**src/rtl/core/sweb_pkg.sv**
```systemverilog
// Package: shared constants, command and status codes, and controller/datapath structs.
`default_nettype none
package sweb_pkg;

    // Sizes of the stores and fields.
    localparam int TABLE_ROWS = 1024;
    localparam int MAX_ELEMS  = 64;
    localparam int MAX_BATCH  = 256;
    localparam int DATA_WIDTH = 32;
    localparam int FRAC_BITS  = 16;

    localparam int TROW_W  = 10;
    localparam int COL_W   = 6;
    localparam int BROW_W  = 8;
    localparam int ELEM_W  = 7;
    localparam int BATCH_W = 9;
    localparam int STAT_W  = 2;
    localparam int CFG_IDX_W  = 2;
    localparam int CFG_DATA_W = 32;
    localparam int TBL_AW  = TROW_W + COL_W;
    localparam int ACC_AW  = BROW_W + COL_W;
    localparam int PROD_W  = 2 * DATA_WIDTH;

    // Q16.16 constants.
    localparam logic signed [DATA_WIDTH-1:0] ONE_Q = DATA_WIDTH'(1) << FRAC_BITS;
    localparam logic signed [PROD_W-1:0] ROUND_HALF = PROD_W'(1) << (FRAC_BITS - 1);
    localparam logic signed [PROD_W-1:0] VAL_MAX_W =
        {{(DATA_WIDTH + 1){1'b0}}, {(DATA_WIDTH - 1){1'b1}}};
    localparam logic signed [PROD_W-1:0] VAL_MIN_W = ~VAL_MAX_W;

    // Commands of an input transaction.
    typedef enum logic [1:0] {
        CMD_LOAD  = 2'd0,
        CMD_START = 2'd1,
        CMD_ENTRY = 2'd2,
        CMD_READ  = 2'd3
    } t_cmd;

    // Result status codes.
    localparam logic [STAT_W-1:0] STAT_OK    = 2'd0;
    localparam logic [STAT_W-1:0] STAT_RANGE = 2'd1;
    localparam logic [STAT_W-1:0] STAT_SAT   = 2'd2;

    // Configuration register indexes.
    localparam logic [CFG_IDX_W-1:0] REG_USE_WEIGHTS = 2'd0;
    localparam logic [CFG_IDX_W-1:0] REG_DEFAULT_ROW = 2'd1;
    localparam logic [CFG_IDX_W-1:0] REG_ELEM_SIZE   = 2'd2;
    localparam logic [CFG_IDX_W-1:0] REG_BATCH_SIZE  = 2'd3;

    // Controller states.
    typedef enum logic [2:0] {
        S_IDLE,
        S_DECODE,
        S_RUN,
        S_DRAIN,
        S_RDWAIT,
        S_FINISH
    } t_state;

    // Commands from the controller to the datapath.
    typedef struct packed {
        logic             capture;
        logic             do_load;
        logic             do_start;
        logic             entry_begin;
        logic             issue;
        logic [COL_W-1:0] col;
        logic             rd_req;
        logic             out_load;
    } t_dp_cmd;

    // Status from the datapath to the controller.
    typedef struct packed {
        t_cmd             cmd;
        logic             bad;
        logic [COL_W-1:0] last_col;
        logic             pipe_busy;
        logic             out_full;
    } t_dp_stat;

endpackage
`default_nettype wire

```
**src/rtl/core/sweb_ctrl.sv**
```systemverilog
// Controller: sequences one transaction at a time through the datapath.
`default_nettype none
module sweb_ctrl (
    input  wire logic               i_clk,
    input  wire logic               i_rst_n,
    input  wire logic               i_in_valid,
    output logic                    o_in_ready,
    input  wire sweb_pkg::t_dp_stat i_stat,
    output sweb_pkg::t_dp_cmd       o_cmd
);
    import sweb_pkg::*;

    t_state           r_state, n_state;
    logic [COL_W-1:0] r_col, n_col;

    // State and column counter registers.
    always_ff @(posedge i_clk) begin
        if (!i_rst_n) begin
            r_state <= S_IDLE;
            r_col   <= '0;
        end else begin
            r_state <= n_state;
            r_col   <= n_col;
        end
    end

    // Next state.
    always_comb begin
        n_state = r_state;
        n_col   = r_col;
        case (r_state)
            S_IDLE: begin
                if (i_in_valid) n_state = S_DECODE;
            end
            S_DECODE: begin
                n_col = '0;
                if (i_stat.bad) n_state = S_FINISH;
                else if (i_stat.cmd == CMD_ENTRY) n_state = S_RUN;
                else if (i_stat.cmd == CMD_READ) n_state = S_RDWAIT;
                else n_state = S_FINISH;
            end
            S_RUN: begin
                n_col = r_col + COL_W'(1);
                if (r_col == i_stat.last_col) begin
                    n_col   = '0;
                    n_state = S_DRAIN;
                end
            end
            S_DRAIN: begin
                if (!i_stat.pipe_busy) n_state = S_FINISH;
            end
            S_RDWAIT: n_state = S_FINISH;
            // The result is held back until the output register is free.
            S_FINISH: begin
                if (!i_stat.out_full) n_state = S_IDLE;
            end
            default:  n_state = S_IDLE;
        endcase
    end

    // Outputs.
    always_comb begin
        o_in_ready = 1'b0;
        o_cmd      = '0;
        o_cmd.col  = r_col;
        case (r_state)
            S_IDLE: begin
                o_in_ready    = 1'b1;
                o_cmd.capture = i_in_valid;
            end
            S_DECODE: begin
                case (i_stat.cmd)
                    CMD_LOAD:  o_cmd.do_load     = !i_stat.bad;
                    CMD_START: o_cmd.do_start    = 1'b1;
                    CMD_ENTRY: o_cmd.entry_begin = !i_stat.bad;
                    CMD_READ:  o_cmd.rd_req      = !i_stat.bad;
                    default:   o_cmd.do_start    = 1'b0;
                endcase
            end
            S_RUN:    o_cmd.issue    = 1'b1;
            S_FINISH: o_cmd.out_load = !i_stat.out_full;
            default:  o_cmd.issue    = 1'b0;
        endcase
    end

endmodule
`default_nettype wire

```
**config.mk**
```make
export PLATFORM = sky130hd
export DESIGN_NAME = sweb_ctrl
export DESIGN_NICKNAME = d
export VERILOG_FILES = /design/src/rtl/core/sweb_pkg.sv /design/src/rtl/core/sweb_ctrl.sv
export SDC_FILE = /design/constraint.sdc
export NUM_CORES = 1
export LEC_CHECK = 0
export ABC_AREA = 0
export BUFFER_PORTS_ARGS = -buffer_cell sky130_fd_sc_hd__clkbuf_2
export CAP_MARGIN = 5
export CORE_MARGIN = 1
export CORE_UTILIZATION = 45
export CTS_CLUSTER_SIZE = 28
export DETAILED_ROUTE_END_ITERATION = 8
export PLACE_DENSITY = 0.8
export SLEW_MARGIN = 0
export SYNTH_ARGS = -nofsm -noshare
export SYNTH_HDL_FRONTEND = slang
export SYNTH_SLANG_ARGS = --single-unit
```
**constraint.sdc**
```tcl
create_clock -name i_clk -period 1.59 [get_ports i_clk]
set_input_delay 0.318 -clock i_clk [delete_from_list [all_inputs] [get_ports i_clk]]
set_output_delay 0.318 -clock i_clk [all_outputs]
set_load 0.02 [all_outputs]
```
# Yosys cells after proc, flatten, opt, wreduce, memory -nomap -nowiden
# Cells that the tools add are included.
op_classes:
  reduce_logical: 6
  add_sub_neg: 1
  eq_ne: 13
  mux: 20
ops:
  columns: ["operator", "count"]
  rows:
  - ["$mux 3", 7]
  - ["$pmux 3 s6", 1]
  - ["$pmux 6 s2", 1]
  - ["$mux 1", 10]
  - ["$ne 2x2->1 const B", 4]
  - ["$add 6x1->6 const B", 1]
  - ["$eq 3x2->1 const B", 2]
  - ["$eq 3x3->1 const B", 2]
  - ["$eq 6x6->1", 1]
  - ["$mux 6", 1]
  - ["$eq 2x2->1 const B", 2]
  - ["$reduce_and 4->1", 1]
  - ["$eq 3x1->1 const B", 1]
  - ["$logic_not 3->1", 1]
  - ["$eq 2x1->1 const B", 1]
  - ["$logic_not 1->1", 2]
  - ["$logic_not 2->1", 1]
  - ["$reduce_bool 2->1", 1]
totals:
  ff_bits: 9
  out_inout_bits: 14
  inputBits: 14

# Logic depth before layout (Yosys ltp)
depth:
  depth_word: 5
  depth_mapped: 6

# Worst setup path before layout
# Ideal clock, no wire load.
synth_path:
  path_kind: "register to output"
  startpoint: "register r_state[0]"
  endpoint: "output o_cmd[0] (netlist name)"
  arrival_ns: 1.476
  path_buffers: 1
  path_stages_with_launch: 4
  path_slack_ns: -0.204
  cell_sequence: "dfxtp_1 > clkbuf_1 > inv_1 > nor4b_1"
synth_lines:
  columns: ["element", "line", "rtl"]
  rows:
  - ["start, declared", "sweb_ctrl.sv:13", "t_state r_state, n_state;"]
  - ["start signal, assigned", "sweb_ctrl.sv:22", "r_state <= n_state;"]
  - ["end, declared", "sweb_ctrl.sv:9", "output sweb_pkg::t_dp_cmd o_cmd"]

==> impl_metrics.ini <==
[cts]
cts_tree = built
hold_buffers = 0
numCtsBuffers = 3
htree_levels = 1
clk_path_buf_depth = 2
cts_sinks = 9
root_buffer = clkbuf_4
clock_latency_ns = 0.26
clkTransAtPathRegs_ns = 0.06

[logic_synthesis]
seq_area_frac_synth_pct = 28.46
yosys_register_bits = 9
syn_area_per_cell_um2 = 8.014
synthCells = 79
synth.area.top_cells = dfxtp_1, xnor2_1, nor2_1
ys_types = 31
synth_area_um2 = 633.1
synth.yosys.warnings = 0
ys.flop_type = dfxtp_1
syn_nets = 94
synth_edf_count = 0
ys_async_sr_fraction_pct = 0
yosysTopAreaCell = dfxtp_1
synth_top_area_share_pct = 28.46

[outcome]
status = complete, but fails checks
violations = setup timing

[global_routing]
track_usage_pct = 27.24
gr-total-overflow = 0
grt_pass1_wl_um = 2877
grt_pass1_vias = 694
grt_max_degree = 13
antenna_found_initial = 0

[flow_run]
maxCapViolations = 0

[die]
rows = 13
io_pins = 28
fp.coreArea_um2 = 1301
initial_core_util_pct = 48.65
die_area_um2 = 1561
fp.dieH_um = 39.51
fp.dieW_um = 39.51

[layout]
synthToLayoutAreaGrowth_pct = 63.83
mostFrequentLayoutCells = clkbuf_2, buf_4, xnor2_1, nor2_1, dfxtp_1
num_antenna_cells = 0
drive_above_1_share_pct = 51.24
regArea_um2 = 188.9
nets = 137
fill_cells = 96
fin_cells = 136
final_util_pct = 79.71
multi_input_area_um2 = 518.0
final_common_cell = clkbuf_2

[timing]
finalHoldViolations = 0
setup_viol = 5
clock_skew_ns = 0.001727
fin_setup_tns_ns = -0.3201
setup_slack_ns = -0.1879
relSlewSlack_pct = 81.37
rsz0062_at_grt = yes
slew_viol_final = 0
finalCritPeriodShare_pct = 111.8
period_needed_ns = 1.778
tightest_slew_ns = 0.2771
fmax_ghz = 0.5624

[detailed_routing]
remaining_drc_errors = 0
viasPerCell = 5.699
initialDrtViolationCount = 29
antenna_left = 0
routed_wl_um = 2081
first_pass_iters = 4
wl_per_cell_um = 15.30
via_count = 775

[worst_setup_path]
r2r_slack_ns = 0.04
reg2reg_depth = 8
cp_slowest_cell = dfxtp_4
path_max_fanout = 3
end_kind = output pin
required_ns = 1.27
critical_path.cell_chain = xnor2_4 -> nor2_4 -> nand2_2 -> nor4_2 -> buf_4
r2r_start = r_state[0]$_SDFFE_PN0P_
critPathBufInv = 1
r2r-end = r_col[4]$_SDFFE_PN0P_
crit_arrival_ns = 1.46
startpoint_type = flip-flop
cpPeakStageDelay_ns = 0.37
critical_path_class = flip-flop to output pin
critPathTopFamily = simple AND/OR/NAND/NOR gates

[power]
netSwitchingFraction_pct = 42.72
p_sw_mw = 0.6340
power_frac_comb_pct = 66.1
p_leak_nw = 0.4669
clkPwrFrac_pct = 12.0
power_frac_seq_pct = 21.9
power_mw = 1.484
power_density_nw_per_um2 = 1431
internal_power_mw = 0.8501
peakVddDrop_mv = 0.9771

[placement]
post-place-ws_ns = 0.03397
place.port_buffers = 27
gp_congestion = 0.8269
dp_cells = 127
hpwl_um = 1339

[min_path]
holdPathStages = 2
hold_path_end = r_state[2]$_SDFFE_PN0P_
hold_class = input pin to flip-flop
holdCritStartpoint = i_rst_n
-- final cells by class --
class | instances | share of cell area, %
timing repair buffer | 41 | 26.78
clock buffer | 4 | 2.533
tap | 15 | 1.809
sequential | 9 | 18.21
multi-input combinational | 65 | 49.94
inverter | 2 | 0.7238
-- cells by family (layout without fill, tap and decap cells) --
family | after synthesis | after routing | synth area share, %
and+or+nand+nor | 36 | 36 | 30.63
AOI/OAI and AO/OA | 19 | 19 | 22.93
DFF | 9 | 9 | 28.46
xor gates and xnor gates | 8 | 8 | 11.07
buffers and inverters | 5 | 47 | 3.162
adders and majority gates | 1 | 1 | 1.976
muxes | 1 | 1 | 1.779
-- synthesized netlist by cell type (2+ instances only) --
cell	number
dfxtp_1	9
nor2_1	8
xnor2_1	8
nand2_1	6
nand3_1	5
o21ai_0	5
nor3_1	4
nor2b_1	3
nor4_1	3
a21boi_0	2
a21oi_1	2
a221o_1	2
a22o_1	2
clkbuf_1	2
inv_1	2
-- routing by layer --
layer	GRT usage (%)	up-vias	wire length [um]
li1	-	382	-
met1	29.45	357	844
met2	47.95	30	1080
met3	6.250	6	104
met4	14.66	0	51
met5	0	-	0
-- worst reg2reg max path, cell delays in order, from the launching register on --
cell	delay, ns
dfxtp_4	0.37
xnor2_4	0.16
nor2_4	0.17
buf_4	0.13
buf_4	0.09
buf_4	0.12
nor2b_2	0.06
a21o_1	0.16
a32o_1	0.19
-- power by group through the flow --
stage	sequential (mW)	clock, mW	combinational (mW)
global route	0.329	0.193	1.06
CTS	0.303	0.188	0.762
detailed placement	0.301	0	0.642
floorplan	0.307	0	0.413
global placement	0.298	0	0.620
finish	0.325	0.178	0.981
-- registers in the layout, indices dropped and copies added, names as in the netlist --
| name | count |
|---|---|
| r_state | 3 |
| r_col | 6 |
-- metrics by stage --
step | instance area (um2) | hold slack, ns
final | 1037 | 0.3634
after global routing | 1037 | 0.3644
after detailed placement | 859.6 | 0.5673
after global placement | 859.6 | 0.5487
after floorplan | 650.6 | 0.4564
after CTS | 950.9 | 0.3368
-- how the worst max path moves through the flow --
stage	cells after the start	slack, ns	to	from
2_1_floorplan	4	0.02	o_cmd[9]	r_state[1]$_SDFFE_PN0P_
3_3_place_gp	6	0.11	r_col[2]$_SDFFE_PN0P_	i_stat[4]
3_5_place_dp	6	0.03	r_col[2]$_SDFFE_PN0P_	i_stat[4]
4_1_cts	5	-0.08	o_cmd[11]	r_state[1]$_SDFFE_PN0P_
5_1_grt	5	-0.24	o_cmd[11]	r_state[0]$_SDFFE_PN0P_
6_report	5	-0.19	o_cmd[11]	r_state[0]$_SDFFE_PN0P_
-- what timing repair did --
item / in CTS / in global routing
pin swaps: 4 / 4
endpoints found under the hold margin: 0 / 0
gates resized for setup: 13 / 23
endpoints found under the setup margin: 5 / 6
setup buffers: 3 / 2
Note: power is estimated with default switching activity, not from simulation.
